### src/design/udivinv_pkg.sv
package udivinv_pkg;

  localparam int unsigned WordBits = 64;
  localparam int unsigned HalfBits = WordBits / 2;

  typedef logic [WordBits-1:0] word_t;
  typedef logic [HalfBits-1:0] half_t;

  // Dividend of the reciprocal seed, (2^19 - 3*2^8), divided by the top nine divisor bits.
  localparam int unsigned SeedBits  = 19;
  localparam logic [SeedBits-1:0] SeedNum = 19'd523520;
  localparam int unsigned SeedSteps = SeedBits;

  localparam word_t DivisorReset = {1'b1, {(WordBits-1){1'b0}}};

  typedef enum logic [3:0] {
    RS_LOAD,
    RS_SEED,
    RS_V0SQ,
    RS_V1,
    RS_X,
    RS_V2,
    RS_E,
    RS_V3,
    RS_CHK,
    RS_FIN,
    RS_IDLE
  } recip_state_e;

  typedef struct packed {
    logic  ready;
    word_t value;
  } recip_t;

endpackage

### src/design/udivinv_recip.sv
module udivinv_recip (
  input  logic                  clk_i,
  input  logic                  rst_ni,
  input  logic                  cfg_we_i,
  input  udivinv_pkg::word_t    divisor_i,
  output udivinv_pkg::recip_t   recip_o
);

  udivinv_pkg::recip_state_e state_q, state_d;

  logic [udivinv_pkg::SeedBits-1:0] seed_q;
  logic [8:0]                       rem_q;
  logic [4:0]                       cnt_q;
  logic [10:0]                      v0_q;
  logic [2:0]                       mcnt_q;
  logic [1:0]                       ppsh_q;
  logic [2*udivinv_pkg::WordBits-1:0] acc_q;
  logic [2*udivinv_pkg::WordBits-1:0] acc_sum;
  udivinv_pkg::word_t pp_q, pp_d;
  udivinv_pkg::word_t t_q, v1_q, v2_q, v3_q, hi_q, lo_q, recip_q;
  udivinv_pkg::word_t op_a, op_b, d40, d63;
  udivinv_pkg::half_t a_half, b_half;
  logic [8:0]  d9;
  logic [9:0]  rem_sh;
  logic        ge;
  logic [8:0]  rem_nx;
  logic        is_mul;
  logic        mul_last;
  logic        seed_last;
  logic [udivinv_pkg::WordBits:0] lo_sum;

  assign d9  = divisor_i[63] ? divisor_i[63:55] : 9'd256;
  assign d40 = {24'b0, divisor_i[63:24]} + 64'd1;
  assign d63 = {1'b0, divisor_i[63:1]} + {63'b0, divisor_i[0]};

  assign rem_sh    = {rem_q, seed_q[udivinv_pkg::SeedBits-1]};
  assign ge        = rem_sh >= {1'b0, d9};
  assign rem_nx    = ge ? 9'(rem_sh - {1'b0, d9}) : rem_sh[8:0];
  assign seed_last = cnt_q == 5'(udivinv_pkg::SeedSteps - 1);

  assign is_mul = state_q inside {udivinv_pkg::RS_V0SQ, udivinv_pkg::RS_V1, udivinv_pkg::RS_X,
                                  udivinv_pkg::RS_V2, udivinv_pkg::RS_E, udivinv_pkg::RS_V3,
                                  udivinv_pkg::RS_CHK};
  assign mul_last = mcnt_q == 3'd4;

  always_comb begin
    case (state_q)
      udivinv_pkg::RS_V0SQ: begin
        op_a = {53'b0, v0_q};
        op_b = {53'b0, v0_q};
      end
      udivinv_pkg::RS_V1: begin
        op_a = t_q;
        op_b = d40;
      end
      udivinv_pkg::RS_X: begin
        op_a = v1_q;
        op_b = d40;
      end
      udivinv_pkg::RS_V2: begin
        op_a = v1_q;
        op_b = t_q;
      end
      udivinv_pkg::RS_E: begin
        op_a = v2_q;
        op_b = d63;
      end
      udivinv_pkg::RS_V3: begin
        op_a = t_q;
        op_b = v2_q;
      end
      udivinv_pkg::RS_CHK: begin
        op_a = v3_q;
        op_b = divisor_i;
      end
      default: begin
        op_a = '0;
        op_b = '0;
      end
    endcase
  end

  assign a_half  = mcnt_q[0] ? op_a[63:32] : op_a[31:0];
  assign b_half  = mcnt_q[1] ? op_b[63:32] : op_b[31:0];
  assign pp_d    = {32'b0, a_half} * {32'b0, b_half};
  assign acc_sum = acc_q + ({64'b0, pp_q} << {ppsh_q, 5'b0});
  assign lo_sum  = {1'b0, lo_q} + {1'b0, divisor_i};

  always_ff @(posedge clk_i or negedge rst_ni) begin
    if (!rst_ni) begin
      state_q <= udivinv_pkg::RS_LOAD;
    end else begin
      state_q <= state_d;
    end
  end

  always_comb begin
    state_d = state_q;
    case (state_q)
      udivinv_pkg::RS_LOAD: state_d = udivinv_pkg::RS_SEED;
      udivinv_pkg::RS_SEED: if (seed_last) state_d = udivinv_pkg::RS_V0SQ;
      udivinv_pkg::RS_V0SQ: if (mul_last) state_d = udivinv_pkg::RS_V1;
      udivinv_pkg::RS_V1:   if (mul_last) state_d = udivinv_pkg::RS_X;
      udivinv_pkg::RS_X:    if (mul_last) state_d = udivinv_pkg::RS_V2;
      udivinv_pkg::RS_V2:   if (mul_last) state_d = udivinv_pkg::RS_E;
      udivinv_pkg::RS_E:    if (mul_last) state_d = udivinv_pkg::RS_V3;
      udivinv_pkg::RS_V3:   if (mul_last) state_d = udivinv_pkg::RS_CHK;
      udivinv_pkg::RS_CHK:  if (mul_last) state_d = udivinv_pkg::RS_FIN;
      udivinv_pkg::RS_FIN:  state_d = udivinv_pkg::RS_IDLE;
      udivinv_pkg::RS_IDLE: state_d = udivinv_pkg::RS_IDLE;
      default:              state_d = udivinv_pkg::RS_LOAD;
    endcase
    if (cfg_we_i) begin
      state_d = udivinv_pkg::RS_LOAD;
    end
  end

  always_ff @(posedge clk_i or negedge rst_ni) begin
    if (!rst_ni) begin
      mcnt_q <= '0;
      cnt_q  <= '0;
    end else begin
      if (is_mul && !mul_last && !cfg_we_i) begin
        mcnt_q <= mcnt_q + 3'd1;
      end else begin
        mcnt_q <= '0;
      end
      if (state_q == udivinv_pkg::RS_SEED) begin
        cnt_q <= cnt_q + 5'd1;
      end else begin
        cnt_q <= '0;
      end
    end
  end

  always_ff @(posedge clk_i) begin
    pp_q   <= pp_d;
    ppsh_q <= {1'b0, mcnt_q[0]} + {1'b0, mcnt_q[1]};
    acc_q  <= (mcnt_q == 3'd0) ? '0 : acc_sum;
    case (state_q)
      udivinv_pkg::RS_LOAD: begin
        seed_q <= udivinv_pkg::SeedNum;
        rem_q  <= '0;
      end
      udivinv_pkg::RS_SEED: begin
        seed_q <= {seed_q[udivinv_pkg::SeedBits-2:0], ge};
        rem_q  <= rem_nx;
        if (seed_last) begin
          v0_q <= {seed_q[9:0], ge};
        end
      end
      udivinv_pkg::RS_V0SQ: if (mul_last) t_q <= acc_sum[63:0];
      udivinv_pkg::RS_V1: if (mul_last) begin
        v1_q <= ({53'b0, v0_q} << 11) - (acc_sum[63:0] >> 40) - 64'd1;
      end
      udivinv_pkg::RS_X: if (mul_last) t_q <= (64'd1 << 60) - acc_sum[63:0];
      udivinv_pkg::RS_V2: if (mul_last) begin
        v2_q <= (v1_q << 13) + (acc_sum[63:0] >> 47);
      end
      udivinv_pkg::RS_E: if (mul_last) begin
        t_q <= ({1'b0, v2_q[63:1]} & {64{divisor_i[0]}}) - acc_sum[63:0];
      end
      udivinv_pkg::RS_V3: if (mul_last) begin
        v3_q <= (v2_q << 31) + {1'b0, acc_sum[127:65]};
      end
      udivinv_pkg::RS_CHK: if (mul_last) begin
        hi_q <= acc_sum[127:64];
        lo_q <= acc_sum[63:0];
      end
      udivinv_pkg::RS_FIN: begin
        recip_q <= v3_q - (hi_q + divisor_i + {63'b0, lo_sum[64]});
      end
      default: begin
      end
    endcase
  end

  assign recip_o.ready = state_q == udivinv_pkg::RS_IDLE;
  assign recip_o.value = recip_q;

endmodule

### config.mk
export PLATFORM = sky130hd
export DESIGN_NAME = udivinv_recip
export DESIGN_NICKNAME = d
export VERILOG_FILES = /design/src/design/udivinv_pkg.sv /design/src/design/udivinv_recip.sv
export SDC_FILE = /design/constraint.sdc
export NUM_CORES = 2
export LEC_CHECK = 0
export BUFFER_PORTS_ARGS = -buffer_cell sky130_fd_sc_hd__buf_2
export CAP_MARGIN = 10
export CORE_UTILIZATION = 50
export DETAILED_ROUTE_END_ITERATION = 10
export HOLD_SLACK_MARGIN = 0.1
export PLACE_DENSITY_LB_ADDON = 0.1
export SYNTH_ARGS = -nofsm -noshare
export SYNTH_HDL_FRONTEND = slang
export SYNTH_SLANG_ARGS = --single-unit
### constraint.sdc
create_clock -name clk_i -period 11.25 [get_ports clk_i]
set_input_delay 0.5625 -clock clk_i [delete_from_list [all_inputs] [get_ports clk_i]]
set_output_delay 0.5625 -clock clk_i [all_outputs]
set_load 0.05 [all_outputs]
==> results.toml <==
[status]
outcome = "finished, violations left"
failed_checks = "design-rule violations"

[synthesis]
cell_count_after_synthesis = 9059
synth_fa_ha_area_share_pct = 34.6
synth_warnings = 0
netlist_area_um2 = 81300
synthMuxAreaShare_pct = 0.610
synth_flop_cell = "sky130_fd_sc_hd__edfxtp_1"
post_synth_xor_area_fraction_pct = 5.15
synth.yosys.seq_area_share_pct = 21.7
main_combinational_cell_family_by_area_after_synthesis = "adder cells"
synth_async_sr_flop_share_pct = 1.83
synth.distinct_cells = 110
yosys_register_bits = 655
synth_nets = 10795
synth_simple_gate_area_share_pct = 15.8
synth_area_in_compound_gates_pct = 14.1
post_synth_edffs = 449
avgSynthCellArea_um2 = 8.97

[critical_path]
endpoint_kind = "flip-flop"
worst_ep_arrival_time_ns = 11.70
cp_common_cell = "sky130_fd_sc_hd__fa_1"
reg2reg_setup_slack_ns = 0.20
r2r-end = "pp_q[63]"
critPathMaxStageDelay_ns = 0.98
critPathLaunch = "state_q[3]"
cp_slowest_cell = "sky130_fd_sc_hd__a222oi_1"
cpLargestDelayFamily = "adder cells"
worstSetupEndpoint = "pp_q[63]"
crit_path_max_fanout = 38
reg2reg_from = "state_q[3]"
timing_worst_setup_path_type = "flip-flop to flip-flop"
crit_required_ns = 11.90
reg2regPathDepth = 38
timing.critical_path.depth = 38
crit_path_start_kind = "flip-flop"
critical_path_buf_inv_count = 9

[global_routing]
grt_antenna_before_repair = 40
grt-ovfl-total = 0
largest_net_degree_at_the_start_of_global_routing = 66
grt_usage_pct = 47.2
grt.busiest_layer = "met2"
grt_util_met3_pct = 14.3
vias_in_the_first_global_route = 71549
grt_pass1_wl_um = 539000
grtUsageMet2_pct = 66.8
global_route.usage.met1_pct = 60.2

[timing]
final_hold_viol_count = 0
final_min_period_over_clock_period_pct = 98.2
timing.hold.ws_ns = 0.129
fin_skew_ns = 0.0557
postLayoutSetupSlackWorst_ns = 0.203
timing_max_transition_violations_final = 0
shortest_clock_period_the_worst_path_allows_after_layout_ns = 11.05
worst_slew_pin_slew_ns = 1.39
relSlewSlack_pct = 7.31
setup_viol = 0
grt_setup_unrepaired = "no"
fmax_ghz = 0.0905

[cells_and_area]
final_core_utilization_pct = 57.5
layout-drive-gt1-share_pct = 12.1
areaGrowthSynthToFinish_pct = 13.7
nFillCells = 14292
mostFrequentLayoutCells = "1280 x sky130_fd_sc_hd__inv_1, 965 x sky130_fd_sc_hd__fa_1, 896 x sky130_fd_sc_hd__nor2_1"
nNetsFinal = 11262
layout_commonest_cell = "sky130_fd_sc_hd__inv_1"

[pwr]
power.density_cell_area_nw_per_um2 = 182
finalPower_mw = 16.8
clkPwrFrac_pct = 17.6
static-leakage-power_nw = 42.9
share_seq_of_total_power_pct = 17.8
ir_worst_vdd_uv = 139
comb_power_share_pct = 64.6
cellInternalPower_mw = 8.01
swShare_pct = 52.4
switchingPower_mw = 8.82

[worst_hold_path]
beginning_of_the_worst_hold_path = "cfg_we_i"
worst_hold_path_depth = 2
min_path_type = "input pin to flip-flop"

[placed_design]
finalWeightedCongestion = 1.14
pre_cts_slack_ns = -0.464
place_hpwl_um = 325000
port_buffers = 131

[floorplanning]
fp.dieH_um = 405
floorplan.core_area_um2 = 161000
fp.dieArea_um2 = 164000
num_io_pins = 132
fp-row-count = 147
die_width_um = 405
initial_core_util_pct = 50.5

[clock_network]
cts-root-to-sink-buffers = 3
cts.sink_count = 655
cts_tree = "built"
cts-htree-levels = 3
clk_pin_slew_worst_paths_ns = 0.07
numCtsBuffers = 82
cts-root-buf = "sky130_fd_sc_hd__clkbuf_16"
worst_skew_pair.late_latency_ns = 0.74

[routing]
total_detailed_routing_wirelength_um = 390000
drt_pass1_iterations = 10
route.vias.total = 74340
post_drt_wl_per_cell_um = 33.1
ant_nets = 0
via_per_inst = 6.31
first_iter_violations = 10207
remaining_drc_errors = 1

[flow_run]
max_cap_viol_count = 0
## power by group through the flow
stage | registers (mW) | logic (mW) | clock network [mW]
floorplan | 2.91 | 5.49 | 0
global placement | 3.03 | 10.3 | 0
detailed placement | 3.03 | 10.4 | 0
CTS | 2.98 | 10.4 | 2.96
global route | 2.99 | 11.3 | 3.04
finish | 2.99 | 10.9 | 2.96
## registers in the layout (all words and copies together), names as in the netlist, 9 cells and up
| signal | count |
|---|---|
| acc_q | 128 |
| hi_q | 64 |
| lo_q | 64 |
| pp_q | 64 |
| recip_q | 64 |
| t_q | 64 |
| v2_q | 64 |
| v3_q | 64 |
| v1_q | 26 |
| seed_q | 19 |
| v0_q | 11 |
| rem_q | 9 |
## stage by stage
| step | cells | area, um2 | setup TNS [ns] |
|---|---|---|---|
| final | 11783 | 92500 | 0 |
| after global routing | 11761 | 92400 | 0 |
| after CTS | 11752 | 92200 | 0 |
| after detailed placement | 11598 | 89300 | -3.64 |
| after global placement | 11596 | 89300 | -2.52 |
| after floorplan | 9059 | 81300 | 0 |
## Yosys cell counts, types with 25 or more instances
| cell type | instances | share of area [%] |
|---|---|---|
| sky130_fd_sc_hd__a211oi_1 | 34 | 0.31 |
| sky130_fd_sc_hd__a21boi_0 | 27 | 0.25 |
| sky130_fd_sc_hd__a21o_1 | 223 | 2.1 |
| sky130_fd_sc_hd__a21oi_1 | 469 | 2.9 |
| sky130_fd_sc_hd__a221o_1 | 36 | 0.44 |
| sky130_fd_sc_hd__a221oi_1 | 61 | 0.66 |
| sky130_fd_sc_hd__a222oi_1 | 26 | 0.32 |
| sky130_fd_sc_hd__a22o_1 | 33 | 0.36 |
| sky130_fd_sc_hd__a22oi_1 | 77 | 0.71 |
| sky130_fd_sc_hd__a31oi_1 | 50 | 0.38 |
| sky130_fd_sc_hd__and2_1 | 155 | 1.2 |
| sky130_fd_sc_hd__and3_1 | 133 | 1.0 |
| sky130_fd_sc_hd__buf_1 | 29 | 0.13 |
| sky130_fd_sc_hd__clkbuf_1 | 403 | 1.9 |
| sky130_fd_sc_hd__dfxtp_1 | 194 | 4.8 |
| sky130_fd_sc_hd__edfxtp_1 | 449 | 17 |
| sky130_fd_sc_hd__fa_1 | 965 | 24 |
| sky130_fd_sc_hd__ha_1 | 704 | 11 |
| sky130_fd_sc_hd__inv_1 | 1280 | 5.9 |
| sky130_fd_sc_hd__mux2i_1 | 47 | 0.58 |
| sky130_fd_sc_hd__nand2_1 | 838 | 3.9 |
| sky130_fd_sc_hd__nand2b_1 | 132 | 1.0 |
| sky130_fd_sc_hd__nand3_1 | 156 | 0.96 |
| sky130_fd_sc_hd__nand4_1 | 99 | 0.76 |
| sky130_fd_sc_hd__nor2_1 | 907 | 4.2 |
| sky130_fd_sc_hd__nor2b_1 | 93 | 0.72 |
| sky130_fd_sc_hd__nor3_1 | 90 | 0.55 |
| sky130_fd_sc_hd__o211ai_1 | 41 | 0.38 |
| sky130_fd_sc_hd__o21a_1 | 60 | 0.55 |
| sky130_fd_sc_hd__o21ai_0 | 276 | 1.7 |
| sky130_fd_sc_hd__o21ai_1 | 35 | 0.22 |
| sky130_fd_sc_hd__o21bai_1 | 68 | 0.63 |
| sky130_fd_sc_hd__o31ai_1 | 25 | 0.23 |
| sky130_fd_sc_hd__or2_2 | 38 | 0.29 |
| sky130_fd_sc_hd__or3_1 | 45 | 0.35 |
| sky130_fd_sc_hd__xnor2_1 | 284 | 3.1 |
| sky130_fd_sc_hd__xor2_1 | 192 | 2.1 |
## what timing repair did
item                                   4_1_cts  5_1_grt
hold buffers                                 1        0
setup buffers                                0        1
endpoints found under the hold margin       12        0
resized for setup                            0       30
setup endpoints to repair                    0       13
## worst min path at each step
| stage | end | slack (ns) |
|---|---|---|
| after floorplan | cnt_q[0] | 0.27 |
| after global placement | v0_q[8] | 0.42 |
| after detailed placement | v0_q[6] | 0.43 |
| after CTS | state_q[3] | 0.12 |
| after global routing | state_q[3] | 0.14 |
| final | state_q[3] | 0.13 |
## cells by family after synthesis
logic type	Yosys count
compound gates	1710
xor+xnor	477
buf+inv	1734
flops	655
simple gates	2764
fa+ha+maj	1670
mux	49
## area by class of cell
class / count / area (um2) / area share, %
Clock buffer: 102 / 2210 / 2.39
Clock inverter: 51 / 712 / 0.770
Antenna cell: 28 / 70.1 / 0.0758
Timing Repair Buffer: 831 / 6620 / 7.16
Inverter: 1285 / 4830 / 5.22
Tap cell: 2160 / 2700 / 2.92
Multi-Input combinational cell: 6671 / 57600 / 62.3
Sequential cell: 655 / 17700 / 19.1
## metal layers
| metal | vias up | wire [um] |
|---|---|---|
| met5 | - | 302 |
| met1 | 36864 | 147000 |
| met4 | 22 | 37200 |
| met2 | 5008 | 158000 |
| met3 | 1288 | 48000 |
| li1 | 31158 | - |
Note: power is estimated with default switching activity, not from simulation.
